File: src/rtl/smma_pkg.sv
// ----------------------------------------------------------------------------
// smma_pkg: shared definitions for the sparse matrix merge-add block
// Request, status and configuration codes, controller states and the command
// and status bundles that join the controller and the datapath.
// ----------------------------------------------------------------------------
`default_nettype none

package smma_pkg;

    localparam int CAPACITY    = 32;
    localparam int INDEX_WIDTH = 8;
    localparam int VALUE_WIDTH = 16;

    // request kinds
    localparam logic [1:0] REQ_LOAD_FIRST  = 2'd0;
    localparam logic [1:0] REQ_LOAD_SECOND = 2'd1;
    localparam logic [1:0] REQ_ADD         = 2'd2;
    localparam logic [1:0] REQ_CLEAR       = 2'd3;

    // result status codes
    localparam logic [2:0] STS_OK       = 3'd0;
    localparam logic [2:0] STS_ZERO     = 3'd1;
    localparam logic [2:0] STS_RANGE    = 3'd2;
    localparam logic [2:0] STS_DUP      = 3'd3;
    localparam logic [2:0] STS_FULL     = 3'd4;
    localparam logic [2:0] STS_MISMATCH = 3'd5;

    // configuration register indexes
    localparam logic [1:0] CFG_ROWS_FIRST  = 2'd0;
    localparam logic [1:0] CFG_COLS_FIRST  = 2'd1;
    localparam logic [1:0] CFG_ROWS_SECOND = 2'd2;
    localparam logic [1:0] CFG_COLS_SECOND = 2'd3;

    typedef enum logic [3:0] {
        ST_IDLE,
        ST_DECODE,
        ST_SCAN_RD,
        ST_SCAN_EV,
        ST_FULL_CHK,
        ST_SH_RD,
        ST_SH_WR,
        ST_MRG_RD,
        ST_MRG_EV,
        ST_MRG_END,
        ST_RESP
    } state_t;

    typedef enum logic [1:0] {
        EMIT_NONE,
        EMIT_STATUS,  // one result without an entry, last set
        EMIT_PEND,    // pending merge entry, last clear
        EMIT_FINAL    // pending entry with last set, or the empty marker
    } emit_t;

    typedef struct packed {
        logic       in_ready;
        logic       capture;
        logic       clear_tables;
        logic       idx_zero;
        logic       idx_inc;
        logic       idx_dec;
        logic       scan_read;
        logic       set_pos;
        logic       shift_read;
        logic       shift_write;
        logic       insert;
        logic       mrg_init;
        logic       mrg_read;
        logic       mrg_step;
        emit_t      emit;
        logic [2:0] emit_code;
    } cmd_t;

    typedef struct packed {
        logic [1:0] req_kind;
        logic       range_bad;
        logic       value_zero;
        logic       dims_mismatch;
        logic       scan_more;
        logic       key_eq;
        logic       key_gt;
        logic       tab_full;
        logic       sh_more;
        logic       mrg_more;
        logic       mrg_nonzero;
        logic       pend_valid;
        logic       out_free;
    } sts_t;

endpackage

`default_nettype wire

File: src/rtl/sparse_matrix_merge_add.sv
// ----------------------------------------------------------------------------
// sparse_matrix_merge_add: sparse matrix addition by coordinate merge
// Loads two sorted entry tables and streams out their key-ordered sum.
// ----------------------------------------------------------------------------
// Usage:
//   Requests enter on the s_ channel: s_tuser holds the request kind, s_tdata
//   the row, column and value of a load. Results leave on the m_ channel, one
//   per load, clear or mismatched add, or one per nonzero sum entry of an add
//   (a single empty marker when there are none); m_tlast marks the final one.
//   Dimensions are written through cfg_we/cfg_addr/cfg_data while idle.
//   One request is worked at a time; s_tready is high only between requests.
//   After acceptance, a load decodes the request, compares stored entries in
//   order up to the first larger key or the table end, checks for a full
//   table, shifts each larger entry up by a read and a write and then writes
//   the new entry; an add merges entries until both tables are spent, then
//   emits the final result; a clear or a mismatched add goes from decode
//   straight to its result. The next request is taken in the cycle after the
//   final result. Each entry is read in one state and worked in the next, as
//   the table RAMs have a registered read. The result register frees its slot
//   in the cycle m_tready takes it, so the next request may be accepted while
//   a result waits; a stalled receiver holds the sequencer at its next emit.
//   Reset empties both tables and zeroes the dimension registers; the table
//   RAMs need no clearing pass.
// ----------------------------------------------------------------------------
`default_nettype none

module sparse_matrix_merge_add #(
    parameter int CAPACITY    = smma_pkg::CAPACITY,
    parameter int INDEX_WIDTH = smma_pkg::INDEX_WIDTH,
    parameter int VALUE_WIDTH = smma_pkg::VALUE_WIDTH,
    localparam int IN_W  = ((2 * INDEX_WIDTH + VALUE_WIDTH + 7) / 8) * 8,
    localparam int OUT_W = ((2 * INDEX_WIDTH + VALUE_WIDTH + 8) / 8) * 8
) (
    input  wire logic                   clk,
    input  wire logic                   rst_n,
    input  wire logic                   cfg_we,
    input  wire logic [1:0]             cfg_addr,
    input  wire logic [INDEX_WIDTH:0]   cfg_data,
    input  wire logic                   s_tvalid,
    output logic                        s_tready,
    // s_tdata: entry_row, entry_col, entry_value
    input  wire logic [IN_W-1:0]        s_tdata,
    // s_tuser: req_type
    input  wire logic [1:0]             s_tuser,
    output logic                        m_tvalid,
    input  wire logic                   m_tready,
    // m_tdata: out_row, out_col, out_value
    output logic [OUT_W-1:0]            m_tdata,
    // m_tuser: status, entry_valid
    output logic [3:0]                  m_tuser,
    output logic                        m_tlast
);

    localparam int IW = INDEX_WIDTH;
    localparam int VW = VALUE_WIDTH;

    smma_pkg::cmd_t cmd;
    smma_pkg::sts_t sts;

    logic [2:0]    o_status;
    logic [IW-1:0] o_row, o_col;
    logic [VW:0]   o_value;
    logic          o_entry_valid;

    smma_ctrl u_ctrl (
        .clk      (clk),
        .rst_n    (rst_n),
        .in_valid (s_tvalid),
        .sts      (sts),
        .cmd      (cmd)
    );

    smma_dp #(
        .CAPACITY    (CAPACITY),
        .INDEX_WIDTH (INDEX_WIDTH),
        .VALUE_WIDTH (VALUE_WIDTH)
    ) u_dp (
        .clk             (clk),
        .rst_n           (rst_n),
        .cfg_we          (cfg_we),
        .cfg_addr        (cfg_addr),
        .cfg_data        (cfg_data),
        .in_req_type     (s_tuser),
        .in_row          (s_tdata[IW-1:0]),
        .in_col          (s_tdata[2*IW-1:IW]),
        .in_value        (s_tdata[2*IW+VW-1:2*IW]),
        .cmd             (cmd),
        .sts             (sts),
        .out_ready       (m_tready),
        .out_valid       (m_tvalid),
        .out_status      (o_status),
        .out_row         (o_row),
        .out_col         (o_col),
        .out_value       (o_value),
        .out_entry_valid (o_entry_valid),
        .out_last        (m_tlast)
    );

    assign s_tready = cmd.in_ready;
    assign m_tdata  = OUT_W'({o_value, o_col, o_row});
    assign m_tuser  = {o_entry_valid, o_status};

    // checks on sequencer and datapath
    a_emit_free: assert property (@(posedge clk) disable iff (!rst_n)
        (cmd.emit != smma_pkg::EMIT_NONE) |-> sts.out_free)
        else $error("result emitted while output slot busy");

    a_no_insert_full: assert property (@(posedge clk) disable iff (!rst_n)
        cmd.insert |-> !sts.tab_full)
        else $error("insert into a full table");

    a_idle_no_emit: assert property (@(posedge clk) disable iff (!rst_n)
        s_tready |-> (cmd.emit == smma_pkg::EMIT_NONE))
        else $error("emit while accepting a request");

    a_accept_no_result: assert property (@(posedge clk) disable iff (!rst_n)
        (s_tvalid && s_tready) |=> !s_tready)
        else $error("second request accepted back to back");

endmodule

`default_nettype wire

File: src/rtl/smma_ram.sv
// ----------------------------------------------------------------------------
// smma_ram: generic single-port-write, single-port-read RAM
// One write and one registered read per cycle; read data holds between reads.
// ----------------------------------------------------------------------------
`default_nettype none

module smma_ram #(
    parameter int WIDTH = 32,
    parameter int DEPTH = 32,
    localparam int AW = (DEPTH > 1) ? $clog2(DEPTH) : 1
) (
    input  wire logic             clk,
    input  wire logic             we,
    input  wire logic [AW-1:0]    waddr,
    input  wire logic [WIDTH-1:0] wdata,
    input  wire logic             re,
    input  wire logic [AW-1:0]    raddr,
    output logic      [WIDTH-1:0] rdata
);

    logic [WIDTH-1:0] mem_reg [DEPTH];

    // write port
    always_ff @(posedge clk)
    begin
        if (we)
        begin
            mem_reg[waddr] <= wdata;
        end
    end

    // registered read port
    always_ff @(posedge clk)
    begin
        if (re)
        begin
            rdata <= mem_reg[raddr];
        end
    end

endmodule

`default_nettype wire

File: src/rtl/smma_ctrl.sv
// ----------------------------------------------------------------------------
// smma_ctrl: sequencer for loads, merges and clears
// Walks the sorted-insert and merge sequences and issues datapath commands.
// ----------------------------------------------------------------------------
`default_nettype none

module smma_ctrl (
    input  wire logic           clk,
    input  wire logic           rst_n,
    input  wire logic           in_valid,
    input  wire smma_pkg::sts_t sts,
    output smma_pkg::cmd_t      cmd
);

    smma_pkg::state_t state_reg, state_next;
    logic [2:0]       code_reg, code_next;

    // state and pending status code
    always_ff @(posedge clk or negedge rst_n)
    begin
        if (!rst_n)
        begin
            state_reg <= smma_pkg::ST_IDLE;
            code_reg  <= smma_pkg::STS_OK;
        end
        else
        begin
            state_reg <= state_next;
            code_reg  <= code_next;
        end
    end

    // next state and commands
    always_comb
    begin
        state_next    = state_reg;
        code_next     = code_reg;
        cmd           = '0;
        cmd.emit      = smma_pkg::EMIT_NONE;
        cmd.emit_code = code_reg;
        unique case (state_reg)
            smma_pkg::ST_IDLE:
            begin
                cmd.in_ready = 1'b1;
                if (in_valid)
                begin
                    cmd.capture = 1'b1;
                    state_next  = smma_pkg::ST_DECODE;
                end
            end
            smma_pkg::ST_DECODE:
            begin
                unique case (sts.req_kind)
                    smma_pkg::REQ_LOAD_FIRST, smma_pkg::REQ_LOAD_SECOND:
                    begin
                        priority if (sts.range_bad)
                        begin
                            code_next  = smma_pkg::STS_RANGE;
                            state_next = smma_pkg::ST_RESP;
                        end
                        else if (sts.value_zero)
                        begin
                            code_next  = smma_pkg::STS_ZERO;
                            state_next = smma_pkg::ST_RESP;
                        end
                        else
                        begin
                            cmd.idx_zero = 1'b1;
                            state_next   = smma_pkg::ST_SCAN_RD;
                        end
                    end
                    smma_pkg::REQ_ADD:
                    begin
                        if (sts.dims_mismatch)
                        begin
                            code_next  = smma_pkg::STS_MISMATCH;
                            state_next = smma_pkg::ST_RESP;
                        end
                        else
                        begin
                            cmd.mrg_init = 1'b1;
                            state_next   = smma_pkg::ST_MRG_RD;
                        end
                    end
                    default:
                    begin
                        cmd.clear_tables = 1'b1;
                        code_next        = smma_pkg::STS_OK;
                        state_next       = smma_pkg::ST_RESP;
                    end
                endcase
            end
            smma_pkg::ST_SCAN_RD:
            begin
                if (sts.scan_more)
                begin
                    cmd.scan_read = 1'b1;
                    state_next    = smma_pkg::ST_SCAN_EV;
                end
                else
                begin
                    cmd.set_pos = 1'b1;
                    state_next  = smma_pkg::ST_FULL_CHK;
                end
            end
            smma_pkg::ST_SCAN_EV:
            begin
                priority if (sts.key_eq)
                begin
                    code_next  = smma_pkg::STS_DUP;
                    state_next = smma_pkg::ST_RESP;
                end
                else if (sts.key_gt)
                begin
                    cmd.set_pos = 1'b1;
                    state_next  = smma_pkg::ST_FULL_CHK;
                end
                else
                begin
                    cmd.idx_inc = 1'b1;
                    state_next  = smma_pkg::ST_SCAN_RD;
                end
            end
            smma_pkg::ST_FULL_CHK:
            begin
                if (sts.tab_full)
                begin
                    code_next  = smma_pkg::STS_FULL;
                    state_next = smma_pkg::ST_RESP;
                end
                else
                begin
                    state_next = smma_pkg::ST_SH_RD;
                end
            end
            smma_pkg::ST_SH_RD:
            begin
                if (sts.sh_more)
                begin
                    cmd.shift_read = 1'b1;
                    state_next     = smma_pkg::ST_SH_WR;
                end
                else
                begin
                    cmd.insert = 1'b1;
                    code_next  = smma_pkg::STS_OK;
                    state_next = smma_pkg::ST_RESP;
                end
            end
            smma_pkg::ST_SH_WR:
            begin
                cmd.shift_write = 1'b1;
                cmd.idx_dec     = 1'b1;
                state_next      = smma_pkg::ST_SH_RD;
            end
            smma_pkg::ST_MRG_RD:
            begin
                if (sts.mrg_more)
                begin
                    cmd.mrg_read = 1'b1;
                    state_next   = smma_pkg::ST_MRG_EV;
                end
                else
                begin
                    state_next = smma_pkg::ST_MRG_END;
                end
            end
            smma_pkg::ST_MRG_EV:
            begin
                // a new nonzero entry pushes out the pending one
                if (!(sts.mrg_nonzero && sts.pend_valid && !sts.out_free))
                begin
                    if (sts.mrg_nonzero && sts.pend_valid)
                    begin
                        cmd.emit = smma_pkg::EMIT_PEND;
                    end
                    cmd.mrg_step = 1'b1;
                    state_next   = smma_pkg::ST_MRG_RD;
                end
            end
            smma_pkg::ST_MRG_END:
            begin
                if (sts.out_free)
                begin
                    cmd.emit   = smma_pkg::EMIT_FINAL;
                    state_next = smma_pkg::ST_IDLE;
                end
            end
            smma_pkg::ST_RESP:
            begin
                if (sts.out_free)
                begin
                    cmd.emit   = smma_pkg::EMIT_STATUS;
                    state_next = smma_pkg::ST_IDLE;
                end
            end
            default:
            begin
                state_next = smma_pkg::ST_IDLE;
            end
        endcase
    end

endmodule

`default_nettype wire

File: src/rtl/smma_dp.sv
// ----------------------------------------------------------------------------
// smma_dp: tables, counters, comparators and result register
// Holds both sorted tables in RAM and performs the compare and sum work.
// ----------------------------------------------------------------------------
`default_nettype none

module smma_dp #(
    parameter int CAPACITY    = smma_pkg::CAPACITY,
    parameter int INDEX_WIDTH = smma_pkg::INDEX_WIDTH,
    parameter int VALUE_WIDTH = smma_pkg::VALUE_WIDTH,
    localparam int IW = INDEX_WIDTH,
    localparam int VW = VALUE_WIDTH,
    localparam int DW = IW + 1
) (
    input  wire logic           clk,
    input  wire logic           rst_n,
    input  wire logic           cfg_we,
    input  wire logic [1:0]     cfg_addr,
    input  wire logic [DW-1:0]  cfg_data,
    input  wire logic [1:0]     in_req_type,
    input  wire logic [IW-1:0]  in_row,
    input  wire logic [IW-1:0]  in_col,
    input  wire logic [VW-1:0]  in_value,
    input  wire smma_pkg::cmd_t cmd,
    output smma_pkg::sts_t      sts,
    input  wire logic           out_ready,
    output logic                out_valid,
    output logic [2:0]          out_status,
    output logic [IW-1:0]       out_row,
    output logic [IW-1:0]       out_col,
    output logic [VW:0]         out_value,
    output logic                out_entry_valid,
    output logic                out_last
);

    localparam int CW = $clog2(CAPACITY + 1);
    localparam int AW = (CAPACITY > 1) ? $clog2(CAPACITY) : 1;
    localparam int EW = 2 * IW + VW;
    localparam int KW = 2 * IW;

    // configuration
    logic [DW-1:0] rows_first_reg, cols_first_reg, rows_second_reg, cols_second_reg;

    always_ff @(posedge clk or negedge rst_n)
    begin
        if (!rst_n)
        begin
            rows_first_reg  <= '0;
            cols_first_reg  <= '0;
            rows_second_reg <= '0;
            cols_second_reg <= '0;
        end
        else if (cfg_we)
        begin
            unique case (cfg_addr)
                smma_pkg::CFG_ROWS_FIRST:  rows_first_reg  <= cfg_data;
                smma_pkg::CFG_COLS_FIRST:  cols_first_reg  <= cfg_data;
                smma_pkg::CFG_ROWS_SECOND: rows_second_reg <= cfg_data;
                default:                   cols_second_reg <= cfg_data;
            endcase
        end
    end

    // captured request
    logic [1:0]    req_kind_reg;
    logic [IW-1:0] req_row_reg, req_col_reg;
    logic [VW-1:0] req_value_reg;

    always_ff @(posedge clk)
    begin
        if (cmd.capture)
        begin
            req_kind_reg  <= in_req_type;
            req_row_reg   <= in_row;
            req_col_reg   <= in_col;
            req_value_reg <= in_value;
        end
    end

    logic          sel_second;
    logic [KW-1:0] req_key;
    assign sel_second = (req_kind_reg == smma_pkg::REQ_LOAD_SECOND);
    assign req_key    = {req_row_reg, req_col_reg};

    // counters and indexes
    logic [CW-1:0] cnt_a_reg, cnt_b_reg, idx_reg, pos_reg, a_reg, b_reg;
    logic [CW-1:0] sel_cnt;
    assign sel_cnt = sel_second ? cnt_b_reg : cnt_a_reg;

    // table RAMs
    logic [EW-1:0] rd_a, rd_b, sel_rd, wdata;
    logic [AW-1:0] raddr_a, raddr_b, rload, waddr;
    logic          re, we_a, we_b;

    assign rload   = cmd.shift_read ? AW'(idx_reg - CW'(1)) : idx_reg[AW-1:0];
    assign raddr_a = cmd.mrg_read ? a_reg[AW-1:0] : rload;
    assign raddr_b = cmd.mrg_read ? b_reg[AW-1:0] : rload;
    assign re      = cmd.scan_read | cmd.shift_read | cmd.mrg_read;
    assign sel_rd  = sel_second ? rd_b : rd_a;
    assign waddr   = cmd.insert ? pos_reg[AW-1:0] : idx_reg[AW-1:0];
    assign wdata   = cmd.insert ? {req_key, req_value_reg} : sel_rd;
    assign we_a    = (cmd.insert | cmd.shift_write) & !sel_second;
    assign we_b    = (cmd.insert | cmd.shift_write) & sel_second;

    smma_ram #(.WIDTH(EW), .DEPTH(CAPACITY)) u_ram_first (
        .clk   (clk),
        .we    (we_a),
        .waddr (waddr),
        .wdata (wdata),
        .re    (re),
        .raddr (raddr_a),
        .rdata (rd_a)
    );

    smma_ram #(.WIDTH(EW), .DEPTH(CAPACITY)) u_ram_second (
        .clk   (clk),
        .we    (we_b),
        .waddr (waddr),
        .wdata (wdata),
        .re    (re),
        .raddr (raddr_b),
        .rdata (rd_b)
    );

    // merge selection
    logic [KW-1:0] key_a, key_b, mrg_key;
    logic          a_ok, b_ok, take_both, take_a;
    logic [VW:0]   val_a, val_b, mrg_val;

    assign key_a     = rd_a[EW-1:VW];
    assign key_b     = rd_b[EW-1:VW];
    assign val_a     = {rd_a[VW-1], rd_a[VW-1:0]};
    assign val_b     = {rd_b[VW-1], rd_b[VW-1:0]};
    assign a_ok      = a_reg < cnt_a_reg;
    assign b_ok      = b_reg < cnt_b_reg;
    assign take_both = a_ok && b_ok && (key_a == key_b);
    assign take_a    = !take_both && (!b_ok || (a_ok && (key_a < key_b)));

    always_comb
    begin
        priority if (take_both)
        begin
            mrg_key = key_a;
            mrg_val = val_a + val_b;
        end
        else if (take_a)
        begin
            mrg_key = key_a;
            mrg_val = val_a;
        end
        else
        begin
            mrg_key = key_b;
            mrg_val = val_b;
        end
    end

    // pending merge entry
    logic [KW-1:0] pend_key_reg;
    logic [VW:0]   pend_val_reg;
    logic          pend_valid_reg;

    // counters, indexes and pending entry control
    always_ff @(posedge clk or negedge rst_n)
    begin
        if (!rst_n)
        begin
            cnt_a_reg      <= '0;
            cnt_b_reg      <= '0;
            idx_reg        <= '0;
            pos_reg        <= '0;
            a_reg          <= '0;
            b_reg          <= '0;
            pend_valid_reg <= 1'b0;
        end
        else
        begin
            if (cmd.clear_tables)
            begin
                cnt_a_reg <= '0;
                cnt_b_reg <= '0;
            end
            if (cmd.insert)
            begin
                if (sel_second)
                begin
                    cnt_b_reg <= cnt_b_reg + CW'(1);
                end
                else
                begin
                    cnt_a_reg <= cnt_a_reg + CW'(1);
                end
            end
            priority if (cmd.idx_zero)
            begin
                idx_reg <= '0;
            end
            else if (cmd.set_pos)
            begin
                pos_reg <= idx_reg;
                idx_reg <= sel_cnt;
            end
            else if (cmd.idx_inc)
            begin
                idx_reg <= idx_reg + CW'(1);
            end
            else if (cmd.idx_dec)
            begin
                idx_reg <= idx_reg - CW'(1);
            end
            if (cmd.mrg_init)
            begin
                a_reg          <= '0;
                b_reg          <= '0;
                pend_valid_reg <= 1'b0;
            end
            if (cmd.mrg_step)
            begin
                if (take_both || take_a)
                begin
                    a_reg <= a_reg + CW'(1);
                end
                if (take_both || !take_a)
                begin
                    b_reg <= b_reg + CW'(1);
                end
                if (mrg_val != '0)
                begin
                    pend_valid_reg <= 1'b1;
                end
            end
        end
    end

    always_ff @(posedge clk)
    begin
        if (cmd.mrg_step && (mrg_val != '0))
        begin
            pend_key_reg <= mrg_key;
            pend_val_reg <= mrg_val;
        end
    end

    // output register
    logic out_valid_reg, out_free;
    assign out_free  = !out_valid_reg || out_ready;
    assign out_valid = out_valid_reg;

    always_ff @(posedge clk or negedge rst_n)
    begin
        if (!rst_n)
        begin
            out_valid_reg <= 1'b0;
        end
        else if (cmd.emit != smma_pkg::EMIT_NONE)
        begin
            out_valid_reg <= 1'b1;
        end
        else if (out_ready)
        begin
            out_valid_reg <= 1'b0;
        end
    end

    always_ff @(posedge clk)
    begin
        unique case (cmd.emit)
            smma_pkg::EMIT_STATUS:
            begin
                out_status      <= cmd.emit_code;
                out_row         <= '0;
                out_col         <= '0;
                out_value       <= '0;
                out_entry_valid <= 1'b0;
                out_last        <= 1'b1;
            end
            smma_pkg::EMIT_PEND, smma_pkg::EMIT_FINAL:
            begin
                out_status      <= smma_pkg::STS_OK;
                out_row         <= pend_valid_reg ? pend_key_reg[KW-1:IW] : '0;
                out_col         <= pend_valid_reg ? pend_key_reg[IW-1:0] : '0;
                out_value       <= pend_valid_reg ? pend_val_reg : '0;
                out_entry_valid <= pend_valid_reg;
                out_last        <= (cmd.emit == smma_pkg::EMIT_FINAL);
            end
            default:
            begin
            end
        endcase
    end

    // status toward the controller
    logic [DW-1:0] dim_rows, dim_cols;
    assign dim_rows = sel_second ? rows_second_reg : rows_first_reg;
    assign dim_cols = sel_second ? cols_second_reg : cols_first_reg;

    always_comb
    begin
        sts.req_kind      = req_kind_reg;
        sts.range_bad     = ({1'b0, req_row_reg} >= dim_rows)
                          || ({1'b0, req_col_reg} >= dim_cols);
        sts.value_zero    = (req_value_reg == '0);
        sts.dims_mismatch = (rows_first_reg != rows_second_reg)
                          || (cols_first_reg != cols_second_reg);
        sts.scan_more     = idx_reg < sel_cnt;
        sts.key_eq        = sel_rd[EW-1:VW] == req_key;
        sts.key_gt        = sel_rd[EW-1:VW] > req_key;
        sts.tab_full      = sel_cnt == CW'(CAPACITY);
        sts.sh_more       = idx_reg > pos_reg;
        sts.mrg_more      = a_ok || b_ok;
        sts.mrg_nonzero   = mrg_val != '0;
        sts.pend_valid    = pend_valid_reg;
        sts.out_free      = out_free;
    end

endmodule

`default_nettype wire

File: config.mk
export PLATFORM = sky130hd
export DESIGN_NAME = sparse_matrix_merge_add
export DESIGN_NICKNAME = d
export VERILOG_FILES = /design/src/rtl/smma_pkg.sv /design/src/rtl/sparse_matrix_merge_add.sv /design/src/rtl/smma_ram.sv /design/src/rtl/smma_ctrl.sv /design/src/rtl/smma_dp.sv
export SDC_FILE = /design/constraint.sdc
export NUM_CORES = 2
export LEC_CHECK = 0
export BUFFER_PORTS_ARGS = -buffer_cell sky130_fd_sc_hd__buf_2
export CAP_MARGIN = 20
export CORE_MARGIN = 5
export CORE_UTILIZATION = 57
export DETAILED_ROUTE_END_ITERATION = 10
export PLACE_DENSITY = 0.79
export SYNTH_ARGS = -nofsm -noshare
export SYNTH_HDL_FRONTEND = slang
export SYNTH_SLANG_ARGS = --single-unit
File: constraint.sdc
create_clock -name clk -period 5.93 [get_ports clk]
set_clock_uncertainty 0.05 [all_clocks]
set_input_delay 0.593 -clock clk [delete_from_list [all_inputs] [get_ports clk]]
set_output_delay 0.593 -clock clk [all_outputs]
set_load 0.005 [all_outputs]
**Word-level counts from Yosys, hierarchy flattened**

Memories as Yosys holds them, arrays and structs flattened. A register that Yosys moved wholly into a read port is not among the register bits.
Cells that the tools add are included.

- Register bits: 186
- Bits of input ports: 50
- Memories kept: 2
- RAM bits: 2048

Memory list:

| name | depth | width | rd ports | clocked after memory_dff | write ports | line | source |
|---|---|---|---|---|---|---|---|
| u_dp.u_ram_first.mem_reg | 32 | 32 | 1 | 1 | 1 | smma_ram.sv:21 | `logic [WIDTH-1:0] mem_reg [DEPTH];` |
| u_dp.u_ram_second.mem_reg | 32 | 32 | 1 | 1 | 1 | smma_ram.sv:21 |  |

- $add $sub $neg: 7
- Bitwise operators: 7
- $lt $le $gt $ge: 8
- Reduce and logical (&&, ||, !) cells: 42
- Muxes and demuxes: 101
- Equality and inequality tests: 30

Operators with widths:

| cell | number |
|---|---|
| $mux 6 | 17 |
| $mux 32 | 2 |
| $mux 17 | 3 |
| $pmux 4 s10 | 1 |
| $mux 4 | 9 |
| $mux 1 | 35 |
| $pmux 17 s2 | 1 |
| $eq 16x16->1 | 2 |
| $mux 16 | 2 |
| $pmux 8 s2 | 2 |
| $add 6x1->6 const B | 5 |
| $mux 3 | 9 |
| $mux 5 | 4 |
| $ge 8x9->1 | 2 |
| $lt 6x6->1 | 3 |
| $mux 9 | 2 |
| $ne 9x9->1 | 2 |
| $add 16x16->17 | 1 |
| $reduce_bool 17->1 | 1 |
| $eq 4x3->1 const B | 4 |
| $gt 16x16->1 | 1 |
| $logic_not 16->1 | 1 |
| $lt 16x16->1 | 1 |
| $mux 8 | 2 |
| other kinds (33) | 83 |

**Depth between registers and ports, before layout**

- Word-level depth: 15
- Gate-level depth with buffers: 19

**Cells and area by module**

A second synthesis with hierarchy kept.

- Cell total of the unflattened synthesis: 5770
- Area, all modules: 93769.9 um^2

Modules (own cells, without submodules):

| module | cells an instance | times used | area an instance (um^2) | sequential area each (um^2) |
|---|---|---|---|---|
| smma_ram (u_dp.u_ram_first) | 2260 | 1 | 40812.9 | 31710.4 |
| smma_ram (u_dp.u_ram_second) | 2260 | 1 | 40805.4 | 31710.4 |
| smma_dp | 1130 | 1 | 11263.3 | 5004.8 |
| smma_ctrl | 111 | 1 | 824.5 | 175.2 |
| sparse_matrix_merge_add | 9 | 1 | 63.8 | 0.0 |

**Worst setup path after synthesis**

OpenSTA, ideal clock, no wires.

- Path kind: reg-to-reg
- Start point: register u_dp.u_ram_first.rdata[30], read port of u_dp.u_ram_first.mem_reg
- End point: register u_dp.out_col[0] (enable)
- Arrival: 5.244 ns
- Period minus slack after synthesis: 5.775 ns
- Buffers on the path: 1
- Data required time: 5.399 ns
- Stages on the path, launching flop included: 14
- Setup slack: 0.155 ns
- Path through: edfxtp_1 -> ha_1 -> nand4_2 -> or4_4 -> buf_2 -> a2111oi_0 -> a211oi_1 -> a21oi_1 -> a311oi_1 -> nand4_1 -> nor4_2 -> nand2_1 -> a211oi_1 -> nor3_1

- Longest elaborated chain between the ends: 14
- Elaborated cells between the ends (all ways): 20
- Classes of those cells: order compare (1); eq/ne (4); mux (5); reduce/logical (10)

RTL lines:

| element | line | source |
|---|---|---|
| start: declaration | smma_ram.sv:18 | `output logic [WIDTH-1:0] rdata` |
| $lt 16x16->1 / $eq 16x16->1 (equally long branches) | smma_dp.sv:137, smma_dp.sv:136 |  |
| $logic_and 1x1->1, on equally long branches | smma_dp.sv:137, smma_dp.sv:136 |  |
| $logic_or 1x1->1 / $logic_not 1->1 (equally long branches) | smma_dp.sv:137 | `assign take_a = !take_both && (!b_ok \|\| (a_ok && (key_a < key_b)));` |
| $logic_and 1x1->1 | smma_dp.sv:137 |  |
| $mux 17 | smma_dp.sv:146 | `else if (take_a)` |
| $mux 17 * | smma_dp.sv:141 | `priority if (take_both)` |
| $reduce_bool 17->1 * | smma_dp.sv:311 | `sts.mrg_nonzero = mrg_val != '0;` |
| $logic_and 1x1->1 * | smma_ctrl.sv:171, smma_ctrl.sv:173 |  |
| $mux 2 / $logic_and 1x1->1 (equally long branches) | smma_ctrl.sv:173, smma_ctrl.sv:171 |  |
| $mux 3 * | smma_ctrl.sv:171 | `if (!(sts.mrg_nonzero && sts.pend_valid && !sts.out_free))` |
| $pmux 2 s3 * | smma_ctrl.sv:41 | `unique case (state_reg)` |
| $eq 2x2->1 | smma_dp.sv:267 | `unique case (cmd.emit)` |
| $reduce_or 2->1 | smma_dp.sv:267 |  |
| $reduce_bool 2->1 (no source line) * | n/a |  |
| end signal: assignment | smma_dp.sv:281 | `out_col <= pend_valid_reg ? pend_key_reg[IW-1:0] : '0;` |
| end: declaration | smma_dp.sv:30 | `output logic [IW-1:0] out_col,` |

Every way passes the cells marked *; elsewhere a longest branch is shown, timed or not.
A chain may end at the register's enable or synchronous reset.

**Worst setup path after layout**

- Start point: register u_dp.idx_reg[3]
- End point: register u_dp.u_ram_second.rdata[6], read port of u_dp.u_ram_second.mem_reg (data pin)

- Longest elaborated chain between the ends: 5
- Elaborated cells between the ends (all ways): 11
- Classes of those cells: add/sub (1); order compare (2); mux (6); bitwise (2)

RTL lines:

| element | line | source |
|---|---|---|
| start: declaration | smma_dp.sv:86 | `logic [CW-1:0] cnt_a_reg, cnt_b_reg, idx_reg, pos_reg, a_reg, b_reg;` |
| start signal: assignment | smma_dp.sv:201 | `idx_reg <= sel_cnt;` |
| start signal: assignment | smma_dp.sv:205 | `idx_reg <= idx_reg + CW'(1);` |
| start signal: assignment | smma_dp.sv:209 | `idx_reg <= idx_reg - CW'(1);` |
| $gt 6x6->1 / $lt 6x6->1 (equally long branches) | smma_dp.sv:309, smma_dp.sv:305 |  |
| $mux 1, on equally long branches | smma_ctrl.sv:138, smma_ctrl.sv:95 |  |
| $mux 1 | smma_ctrl.sv:41 |  |
| $mux 5 / $or 1x1->1 (equally long branches) | smma_dp.sv:95, smma_dp.sv:98 |  |
| $mux 5 / $or 1x1->1 (equally long branches) | smma_dp.sv:97, smma_dp.sv:98 |  |
| end: declaration | smma_ram.sv:18 |  |

Parallel ways exist; a longest one is shown, timed or not.

==> flow_metrics.tcl <==
set metrics [dict create \
    status "complete, no violations" \
    n_fill_cell 10800 \
    finalHoldViolCount 0 \
    cp.depth 14 \
    drc_errors 0 \
    syn_area_um2 94600 \
    ff2ff_setup_slack_ns 0.26 \
    yosysUniqueCellTypes 76 \
    fin_nets 7318 \
    power_frac_seq_pct 38.2 \
    yosys.area_share.simple_pct 12.7 \
    power_density_nw_per_um2 532 \
    synth_fa_ha_area_share_pct 1.22 \
    clockBufferDepth 3 \
    worstReg2RegStart "u_dp.idx_reg[3]" \
    syn_inst 6897 \
    cts_sinks 2298 \
    ir_worst_vdd_uv 427 \
    grt_max_degree 131 \
    cts_setup_buffers 0 \
    routed_wirelength_um 277000 \
    cp_slowest_cell "nor4_1" \
    clkPwrFrac_pct 23.7 \
    grt_use_total_pct 31.2 \
    drive_above_1_share_pct 13.2 \
    switching_share_pct 38.8 \
    io_pins 97 \
    slowest_delay_ns 1.04 \
    multi_input_area_um2 24700 \
    critPathBufInv 3 \
    path_class "register to register" \
    die_width_um 417 \
    yosys_warnings 0 \
    fin_cells 9553 \
    grt_first_pass_wirelength_um 401000 \
    start_util_pct 57.3 \
    synthMuxAreaShare_pct 0.985 \
    finalCriticalPeriod_ns 5.67 \
    regToRegEndpoint "u_dp.u_ram_second.rdata[6]" \
    tns_ns 0 \
    vias_per_cell 6.66 \
    htree_levels 4 \
    rr_worst_depth 14 \
    ys.flop_type "edfxtp_1" \
    netSwitchingPower_mw 22.3 \
    cts-hold-fix-buffers 45 \
    final_util_pct 65.4 \
    drv_slew 0 \
    avgSynthCellArea_um2 13.7 \
    cts.reportedPaths.clkPinSlew_ns 0.07 \
    rsz0062_at_grt "false" \
    vias 63600 \
    setup_viol 0 \
    wl_per_cell_um 29.0 \
    fin_crit_sh_pct 95.6 \
    p_leak_nw 36.0 \
    pwr-share-comb_pct 38.1 \
    yosysSeqAreaShare_pct 72.5 \
    synthXorXnorAreaFrac_pct 0.287 \
    die_y_um 417 \
    yosys-top-cells-area "edfxtp_1 (70%), nand2_1 (5.7%), a311oi_1 (4.8%)" \
    crit_chain "ha_1 > a21o_1 > a21o_1 > a221o_1 > nand2_1 > o21ai_0 > o22ai_4 > buf_12 > buf_4 > buf_4 > a211oi_1 > a311oi_1 > nor3_1 > nor4_1" \
    path_max_fanout 32 \
    port_buffers 89 \
    worstPathRequired_ns 6.36 \
    total_power_mw 57.5 \
    synth_top_area_share_pct 70.4 \
    whs_ns 0.106 \
    numCtsBuffers 214 \
    dpl.hpwl_um 167000 \
    timing.slew.headroom_pct 16.7 \
    cts-resized-gates 0 \
    synth_edf_count 2217 \
    p_int_mw 35.2 \
    grt_overflow 0 \
    start_kind "register" \
    clk_latency_ns 0.87 \
    dp.cells 9095 \
    die-area_um2 174000 \
    core_um2 165000 \
    ys_seq_elements 2298 \
    cts-root-buf "clkbuf_16" \
    synth_top_family_by_area "simple AND/OR/NAND/NOR gates" \
    area_growth_pct 14.1 \
    grt_pass1_vias 60300 \
    place_congestion 0.936 \
    worstMarginPinSlew_ns 1.24 \
    hold_path_class "input port to async pin" \
    clock.fmax_ghz 0.176 \
    cts_tree "done" \
    synthArstFlopShare_pct 3.52 \
    yosys.area.top_type "edfxtp_1" \
    first_pass_iters 8 \
    drtAntennaViolNets 0 \
    rows 149 \
    critPathArrivalTime_ns 6.10 \
    crit_family "compound AO/OA/AOI/OAI gates" \
    crit_end "u_dp.u_ram_second.rdata[6]" \
    drt_iter0_drc 10300 \
    yosysMostFrequentCell "edfxtp_1" \
    regArea_um2 68600 \
    antenna_found_initial 8 \
    endpoint_kind "register" \
    synth_compound_area_share_pct 9.92 \
    startpoint "u_dp.idx_reg[3]" \
    yosys-top-cells-count "edfxtp_1 (2217), nand2_1 (1434), a311oi_1 (513)" \
    cap_violations 0 \
]
[layout make-up]
cell class | count | share of cell area, %
multi-input cells | 4052 | 22.9
diodes | 2 | 0.00464
well taps | 2189 | 2.54
clock buffers | 266 | 5.22
repair buffers | 535 | 4.33
flip-flops and latches | 2298 | 63.5
clock inverters | 136 | 1.23
inverters | 75 | 0.261
[layer usage]
metal | track usage (%) | vias to the layer above | wire length [um]
li1 | - | 26900 | -
met1 | 43.0 | 31100 | 97100
met2 | 45.6 | 4868 | 120000
met3 | 9.63 | 736 | 43500
met4 | 15.7 | 8 | 15900
met5 | 0 | - | 51
[per-stage QoR]
stage	setup slack [ns]	area, um2
6_report	0.261	108000
3_3_place_gp	0.206	100000
4_1_cts	0.118	108000
3_5_place_dp	0.269	100000
5_1_grt	0.161	108000
2_1_floorplan	0.155	94600
[power by group through the flow]
stage | clock network [mW] | registers [mW] | logic, mW
CTS | 13.7 | 21.9 | 20.9
global placement | 0 | 22.2 | 20.0
finish | 13.6 | 21.9 | 21.9
floorplan | 0 | 22.0 | 11.7
global route | 14.4 | 21.9 | 22.9
detailed placement | 0 | 22.2 | 20.7
[how the worst min path moves through the flow]
| stage | start | depth (start not counted) | slack (ns) | to |
|---|---|---|---|---|
| 2_1_floorplan | rst_n | 0 | 0.25 | u_ctrl.code_reg[0] |
| 3_3_place_gp | u_ctrl.code_reg[0] | 1 | 0.42 | u_ctrl.code_reg[0] |
| 3_5_place_dp | u_dp.pos_reg[3] | 2 | 0.43 | u_dp.pos_reg[3] |
| 4_1_cts | cfg_addr[0] | 4 | 0.21 | u_dp.rows_first_reg[1] |
| 5_1_grt | rst_n | 2 | 0.11 | u_dp.cnt_b_reg[5] |
| 6_report | rst_n | 2 | 0.11 | u_dp.cnt_b_reg[5] |
[worst register-to-register path, cell delays in order (launching register included)]
cell      delay (ns)
dfrtp_1         0.47
ha_1            0.33
a21o_1          0.16
a21o_1          0.17
a221o_1         0.42
nand2_1         0.25
o21ai_0         0.27
o22ai_4         0.53
buf_12          0.27
buf_4           0.35
buf_4           0.43
a211oi_1        0.09
a311oi_1        0.30
nor3_1          0.16
nor4_1          1.04
[cells by family (layout without fill, tap and decap cells)]
group           Yosys count  in the layout
compound gates         1209           1209
xor+xnor                 31             31
fa+ha+maj                92             92
buf+inv                 553           1012
flops                  2298           2298
mux                      86             86
other cells               1              9
simple gates           2627           2627
[cells in the final DEF (no fill, tap or decap), drive strengths merged, types with 18 or more instances in the layout]
| cell | n |
|---|---|
| edfxtp | 2217 |
| nand2 | 1434 |
| a311oi | 513 |
| buf | 490 |
| a211oi | 399 |
| nor2b | 396 |
| nand3 | 298 |
| clkbuf | 266 |
| nor2 | 149 |
| nor3 | 147 |
| clkinv | 100 |
| ha | 91 |
| inv | 83 |
| o21ai | 83 |
| dfrtp | 81 |
| nor4 | 78 |
| a21oi | 67 |
| mux2 | 57 |
| dlygate4sd3 | 45 |
| and2 | 36 |
| a21o | 35 |
| mux2i | 29 |
| bufinv | 21 |
| nand2b | 19 |
| nand4 | 19 |
| a31oi | 19 |
| xnor2 | 18 |
(Power assumes the default switching activity.)
